<file path="config.mk">
export PLATFORM = sky130hd
export DESIGN_NAME = dfa_front
export DESIGN_NICKNAME = d
export VERILOG_FILES = /design/src/rtl/core/dfa_pkg.sv /design/src/rtl/core/dfa_front.sv
export SDC_FILE = /design/constraint.sdc
export NUM_CORES = 1
export LEC_CHECK = 0
export BUFFER_PORTS_ARGS = -buffer_cell sky130_fd_sc_hd__buf_2
export CAP_MARGIN = 15
export CORE_ASPECT_RATIO = 1.1
export CORE_MARGIN = 2
export CORE_UTILIZATION = 57
export DETAILED_ROUTE_END_ITERATION = 16
export GPL_ROUTABILITY_DRIVEN = 1
export GPL_TIMING_DRIVEN = 1
export PLACE_DENSITY_LB_ADDON = 0.25
export RECOVER_POWER = 50
export SKIP_CTS_REPAIR_TIMING = 1
export SYNTH_ARGS = -nofsm -noshare
export SYNTH_HDL_FRONTEND = slang
export SYNTH_SLANG_ARGS = --single-unit
export TNS_END_PERCENT = 100
</file>
<file path="constraint.sdc">
create_clock -name clk -period 3.1 [get_ports clk]
set_input_delay 0.31 -clock clk [delete_from_list [all_inputs] [get_ports clk]]
set_output_delay 0.31 -clock clk [all_outputs]
set_load 0.01 [all_outputs]
</file>
<file path="src/rtl/core/dfa_pkg.sv">
package dfa_pkg;

  localparam int NUM_STATES  = 256;
  localparam int NUM_SYMBOLS = 128;

  localparam int STATE_W = $clog2(NUM_STATES);
  localparam int SYM_W   = $clog2(NUM_SYMBOLS);
  localparam int ADDR_W  = STATE_W + SYM_W;
  localparam int TABLE_DEPTH = NUM_STATES * NUM_SYMBOLS;

  // Fixed field widths of the request and result ports
  localparam int REQ_W   = 2;
  localparam int IDX_W   = 8;
  localparam int CHAR_W  = 7;
  localparam int TGT_W   = 9;
  localparam int KIND_W  = 8;
  localparam int LEN_W   = 16;

  localparam logic [LEN_W-1:0] LEN_MAX = '1;

  // Request codes
  localparam logic [REQ_W-1:0] OP_TRANS  = 2'd0;
  localparam logic [REQ_W-1:0] OP_ACCEPT = 2'd1;
  localparam logic [REQ_W-1:0] OP_SCAN   = 2'd2;
  localparam logic [REQ_W-1:0] OP_NONE   = 2'd3;

  // Request queue between front and back
  localparam int QDEPTH = 4;
  localparam int QPTR_W = $clog2(QDEPTH);
  localparam int QCNT_W = $clog2(QDEPTH + 1);

  // Result buffer
  localparam int OUT_DEPTH = 2;
  localparam int OPTR_W    = $clog2(OUT_DEPTH);
  localparam int OCNT_W    = $clog2(OUT_DEPTH + 1);

  typedef struct packed {
    logic [REQ_W-1:0]  op;
    logic [IDX_W-1:0]  state_index;
    logic [CHAR_W-1:0] symbol;
    logic [TGT_W-1:0]  target_state;
    logic              accepting;
    logic [KIND_W-1:0] token_code;
  } item_t;

  typedef struct packed {
    logic [KIND_W-1:0] kind;
    logic              failed;
    logic [LEN_W-1:0]  length;
  } result_t;

endpackage

</file>
<file path="src/rtl/core/dfa_front.sv">
module dfa_front (
  input  logic                                clk,
  input  logic                                rst,
  input  logic                                req_valid,
  output logic                                req_stall,
  input  logic [dfa_pkg::REQ_W-1:0]           req_type,
  input  logic [dfa_pkg::IDX_W-1:0]           state_index,
  input  logic [dfa_pkg::CHAR_W-1:0]          symbol,
  input  logic signed [dfa_pkg::TGT_W-1:0]    target_state,
  input  logic                                accepting,
  input  logic [dfa_pkg::KIND_W-1:0]          token_code,
  output logic                                item_valid,
  output dfa_pkg::item_t                      item,
  input  logic                                item_pop
);

  dfa_pkg::item_t q [dfa_pkg::QDEPTH];
  logic [dfa_pkg::QPTR_W-1:0] wr_ptr;
  logic [dfa_pkg::QPTR_W-1:0] rd_ptr;
  logic [dfa_pkg::QCNT_W-1:0] count;
  logic [dfa_pkg::QCNT_W-1:0] count_next;
  logic                       push;
  dfa_pkg::item_t             in_item;

  assign req_stall = (count == dfa_pkg::QCNT_W'(dfa_pkg::QDEPTH));
  // Drop the unused request code at the door
  assign push = req_valid && !req_stall && (req_type != dfa_pkg::OP_NONE);

  always_comb begin
    in_item.op           = req_type;
    in_item.state_index  = state_index;
    in_item.symbol       = symbol;
    in_item.target_state = target_state;
    in_item.accepting    = accepting;
    in_item.token_code   = token_code;
  end

  assign count_next = count + dfa_pkg::QCNT_W'(push) - dfa_pkg::QCNT_W'(item_pop);

  always_ff @(posedge clk) begin
    if (rst) begin
      wr_ptr <= '0;
      rd_ptr <= '0;
      count  <= '0;
    end else begin
      if (push) wr_ptr <= wr_ptr + 1'b1;
      if (item_pop) rd_ptr <= rd_ptr + 1'b1;
      count <= count_next;
    end
  end

  always_ff @(posedge clk) begin
    if (push) q[wr_ptr] <= in_item;
  end

  assign item_valid = (count != '0);
  assign item       = q[rd_ptr];

endmodule

</file>
==> flow_summary.toml, run 1 <==
[outcome]
status = "complete, no violations"

[clock_network]
cts_buffers = 17
cts_tree = "built"
clkLatencyLatePin_ns = 0.52
cts_sinks = 149
root_buffer = "clkbuf_8"
cts.clk_slew.worst_paths_ns = 0.06
clk_path_buf_depth = 2
htreeDepth = 4

[sta]
setup_viol = 0
slew_headroom_pct = 18.9
layout_setup_ws_ns = 0.554
tightest_slew_ns = 1.22
whs_ns = 0.0590
finalMaxSlewViolations = 0
finalCriticalPeriod_ns = 2.55
hold_violations = 0
clock.fmax_mhz = 393
period_share_pct = 82.1
rsz0062_at_grt = "false"
clock-skew-final_ns = 0.00753
finalSetupTns_ns = 0

[route]
drt-total-wl_um = 9690
drtIter0Drc = 163
avgRoutedWirePerCell_um = 20.8
avgViaCountPerCell = 5.65
drt-pass1-iter-count = 4
num_vias = 2632
detail-route-antenna-nets = 0
remaining_drc_errors = 0

[min_path]
hp-class = "input port to flop"

[floorplanning]
core_sq_um = 9440
chipWidth_um = 98.4
dieArea_sq_um = 10600
pin_count = 76
rows = 37
die_y_um = 108
initial_utilization_pct = 59.1

[setup_path]
cp_cell_sequence = "buf_12, mux4_1, buf_2"
worst_setup_path_start_kind = "flop"
worst_ep_arrival_time_ns = 2.24
required_ns = 2.79
crit_family = "flip-flops"
crit_path_max_fanout = 23
critPathSlowestCell = "dfxtp_2"
crit_buf_inv = 2
critPathKind = "flop to output port"
critical-path-max-stage-delay_ns = 0.65
cp-end-kind = "output port"

[global_route]
grt_max_degree = 24
overflow = 0
antenna_found_initial = 0
grt_pass1_wl_um = 14900
grt_pass1_vias = 2675
grt.total_usage_pct = 19.7

[cells_and_area]
layout_common_cells = "edfxtp_1, clkbuf_1, buf_2, mux4_2, clkbuf_16"
n_fill_cell = 566
n_antenna_cell = 0
nNetsFinal = 382
final_common_cell = "edfxtp_1"
regArea_sq_um = 4390
area_growth_syn_to_layout_pct = 21.8
multi_input_area_sq_um = 1070
final_layout_size_suffix_gt1_share_pct = 33.2

[synth]
synth_xor_area_share_pct = 0.470
synth_top_family_by_area = "multiplexers"
yosys.area.top_type = "edfxtp_1"
synth_nets = 277
seq_area_frac_synth_pct = 78.5
synth-compound-area-share_pct = 0.358
synth_simple_gate_area_share_pct = 2.11
yosys.area_share.adder_pct = 1.70
synthCells = 231
ys_async_sr_fraction_pct = 0
synth_top_area_share_pct = 75.3
ys_types = 25
yosysWarnings = 0
synthMuxAreaShare_pct = 14.8
syn_area_sq_um = 5590
syn_area_per_cell_sq_um = 24.2
synth.area.top_cells = "edfxtp_1, mux4_2, dfxtp_1"
ys_ff_latch = 149
synth-main-ff-cell = "edfxtp_1"
synth-edff-count = 140

[power_and_ir_drop]
power.density_nw_per_um2 = 767
vdd_ir_drop_max_mv = 0.506
power_mw = 5.22
leakage_nw = 2.30

[placed_design]
dp_slack_ns = 0.662
portBuffers = 75
dp_hpwl_um = 5760
place.gp.congestion = 0.706

[job]
cap_violations = 0
[layer usage]
metal,global-route usage (%),vias up,routed length [um],part of all wire [%]
met5,0,-,0,0
met4,8.81,0,187,1.9
met3,5.84,17,438,4.5
met2,32.7,77,5180,53
met1,24.3,1367,3890,40
li1,-,1171,-,-
[power breakdown]
part	total [mW]	internal (mW)	leakage, nW	switching (mW)
logic	0.609	0.290	0.641	0.320
clock network	2.16	1.43	0.306	0.733
registers	2.45	2.38	1.35	0.0680
total	5.22	4.10	2.30	1.12
[registers in the layout (all words and copies together), names as in the netlist, named ones only]
name / flops
q: 140
count: 3
rd_ptr: 2
wr_ptr: 2
[worst reg2reg max path, delay by kind of cell (launching register included)]
| kind | cells | cell delay, ns |
|---|---|---|
| simple gates | 2 | 1.11 |
| flops | 1 | 0.41 |
| compound gates | 1 | 0.36 |
| buf+inv | 1 | 0.29 |
[cells in the mapped netlist (2+ instances only)]
library cell and n:
mux4_1 3, inv_1 6, buf_12 3, dfxtp_1 9, ha_1 6, xor2_1 2
nor2_1 7, buf_2 3, and2_2 5, edfxtp_1 140, nand2b_1 2, mux4_2 32
[per-stage QoR]
| step | cell area (sq um) | util, % | std cells |
|---|---|---|---|
| 5_1_grt | 6800 | 72.0 | 466 |
| 6_report | 6800 | 72.0 | 466 |
| 3_5_place_dp | 6120 | 64.8 | 423 |
| 2_1_floorplan | 5590 | - | 231 |
| 4_1_cts | 6750 | 71.5 | 455 |
| 3_3_place_gp | 6120 | 64.8 | 423 |
[cell type report]
cell class	count	share of cell area [%]
clock buffers	23	6.71
clock inverters	9	2.59
inverters	6	0.331
multi-input cells	67	15.7
flip-flops and latches	149	64.5
well taps	117	2.15
repair buffers	95	8.02
[final timing paths]
| path | startpoint | end | slack [ns] | depth (start not counted) |
|---|---|---|---|---|
| hold / removal | target_state[3] | q[3][12]$_DFFE_PP_ | 0.06 | 1 |
| setup reg to reg | count[1]$_SDFF_PP0_ | q[3][12]$_DFFE_PP_ | 0.63 | 4 |
| hold reg to reg | wr_ptr[1]$_SDFFE_PP0P_ | wr_ptr[1]$_SDFFE_PP0P_ | 0.53 | 2 |
| setup / recovery | flop | item[30] | 0.55 | 3 |
[cell families (layout without fill, tap and decap cells)]
family,after synthesis,after routing
AOI/OAI and AO/OA,1,1
xor gates and xnor gates,3,3
adders and majority gates,7,7
buffers and inverters,15,133
DFF,149,149
muxes,37,37
and+or+nand+nor,19,19
Power figures use the tool's default switching activity.
==> run 2: changes to the inputs <==
==> constraint.sdc (replaced) <==
create_clock -name clk -period 2.7 [get_ports clk]
set_input_delay 0.27 -clock clk [delete_from_list [all_inputs] [get_ports clk]]
set_output_delay 0.27 -clock clk [all_outputs]
set_load 0.01 [all_outputs]
==> run 2 against run 1 <==
Compared with the run above: register-to-register slack worse by 0.38 ns; sequential share of layout area fell by 2.1 points; count of clock-buffer cells in the layout unchanged; flip-flop and latch count is the same; utilization rose by 2.4 points; largest power group unchanged; via count up 1.6%; die area unchanged; worst setup slack lost 0.31 ns; non-clock buffer count rose by 23; clock power is 13% higher; clock skew fell by 0.0028 ns; routed wire length grew 2.0%.
==> flow_summary.toml, run 2 (synthesis results as in run 1) <==
[cells_and_area]
regMostFlops = "q"
reg.largest.list = "q x140, count x3"
largest_reg_flops = 140
area_growth_syn_to_layout_pct = 25.9
final_common_cell = "edfxtp_1"
final_layout_size_suffix_gt1_share_pct = 30.9
layout_common_cells = "edfxtp_1, clkbuf_1, buf_2, dlygate4sd3_1, mux4_2"
n_fill_cell = 573
n_antenna_cell = 0
nNetsFinal = 405

[sta]
period_share_pct = 90.8
clock-skew-final_ns = 0.00478
clock.fmax_mhz = 408
rsz0062_at_grt = "false"
finalCriticalPeriod_ns = 2.45
finalMaxSlewViolations = 0
tightest_slew_ns = 1.12
slew_headroom_pct = 25.0
whs_ns = 0.0498
finalSetupTns_ns = 0
hold_violations = 0
setup_viol = 0

[route]
dr_wl_met2_um = 5450
drt-total-wl_um = 9880
remaining_drc_errors = 0
drtIter0Drc = 165
detail-route-antenna-nets = 0
num_vias = 2675
drt-pass1-iter-count = 4
wl_met3_um = 427
maxUsedRoutingLayer = "met4"
avgViaCountPerCell = 5.47
drt-met1-wl_um = 3910
avgRoutedWirePerCell_um = 20.2

[clock_network]
cts_tree = "built"
clkLatencyLatePin_ns = 0.51
root_buffer = "clkbuf_8"
cts_sinks = 149
cts.clk_slew.worst_paths_ns = 0.06
htreeDepth = 4
cts_buffers = 17
clk_path_buf_depth = 2

[global_route]
grt_pass1_wl_um = 14700
overflow = 0
antenna_found_initial = 0
grt_pass1_vias = 2751
grt.total_usage_pct = 19.5
grt_max_degree = 30

[min_path]
hold_path_depth = 2
hp-start = "rst"
hp-class = "input port to flop"

[power_and_ir_drop]
vdd_ir_drop_max_mv = 0.580
power.density_nw_per_um2 = 850
leakage_nw = 2.39

[setup_path]
r2r-start = "count[1]$_SDFF_PP0_"
r2r_end = "count[2]$_SDFF_PP0_"
worst_setup_path_start_kind = "flop"
critPathKind = "flop to flop"
worst_ep_arrival_time_ns = 2.88
reg2reg_depth = 11
required_ns = 3.13
cp-end-kind = "flop"
rrSetupSlack_ns = 0.25
crit_path_max_fanout = 7

[floorplanning]
initial_utilization_pct = 59.1
chipWidth_um = 98.4
dieArea_sq_um = 10600
pin_count = 76
core_sq_um = 9440
die_y_um = 108
rows = 37

[job]
cap_violations = 0

[placed_design]
place.gp.congestion = 0.718
portBuffers = 75
dp_hpwl_um = 5740

[outcome]
status = "complete, no violations"
-- run 2: worst max-delay path: stages, from the launching register on --
cell	delay (ns)
dfxtp_1	0.41
nor3b_1	0.12
a211oi_4	0.37
inv_1	0.09
ha_1	0.27
inv_1	0.06
ha_1	0.13
inv_1	0.04
fa_1	0.38
xor2_1	0.16
and2_2	0.19
nor3_1	0.14
-- run 2: power by group --
part	internal, mW	switching (mW)
clock network	1.62	0.828
logic	0.352	0.374
registers	2.73	0.0754
-- run 2: metal layers --
| metal | GRT usage, % | vias to the layer above |
|---|---|---|
| met4 | 6.26 | 0 |
| met1 | 23.6 | 1378 |
| met2 | 32.8 | 74 |
| met5 | 0 | - |
| li1 | - | 1212 |
| met3 | 7.27 | 11 |
-- run 2: how the worst max path moves through the flow --
stage	from	end	slack [ns]
after floorplan	count[1]$_SDFF_PP0_	count[2]$_SDFF_PP0_	0.46
after global placement	count[1]$_SDFF_PP0_	count[2]$_SDFF_PP0_	0.38
after CTS	count[1]$_SDFF_PP0_	count[2]$_SDFF_PP0_	0.20
after detailed placement	count[1]$_SDFF_PP0_	count[2]$_SDFF_PP0_	0.23
after global routing	count[1]$_SDFF_PP0_	q[2][20]$_DFFE_PP_	0.08
final	count[1]$_SDFF_PP0_	count[2]$_SDFF_PP0_	0.25
-- run 2: metrics by stage --
step	cell area, sq um	util, %	instances	setup slack, ns	power (mW)
2_1_floorplan	5590	-	231	0.462	3.29
3_3_place_gp	6140	65.0	424	0.379	3.54
3_5_place_dp	6140	65.0	424	0.234	3.57
4_1_cts	6770	71.6	456	0.203	6.02
5_1_grt	7030	74.5	489	0.0754	6.18
6_report	7030	74.5	489	0.248	5.98
-- run 2: area by class of cell --
type | count | area, sq um | area share (%)
clock inverters | 9 | 179 | 2.54
inverters | 6 | 22.5 | 0.320
multi-input cells | 67 | 1070 | 15.2
clock buffers | 23 | 447 | 6.35
flip-flops and latches | 149 | 4390 | 62.4
repair buffers | 118 | 786 | 11.2
well taps | 117 | 146 | 2.08
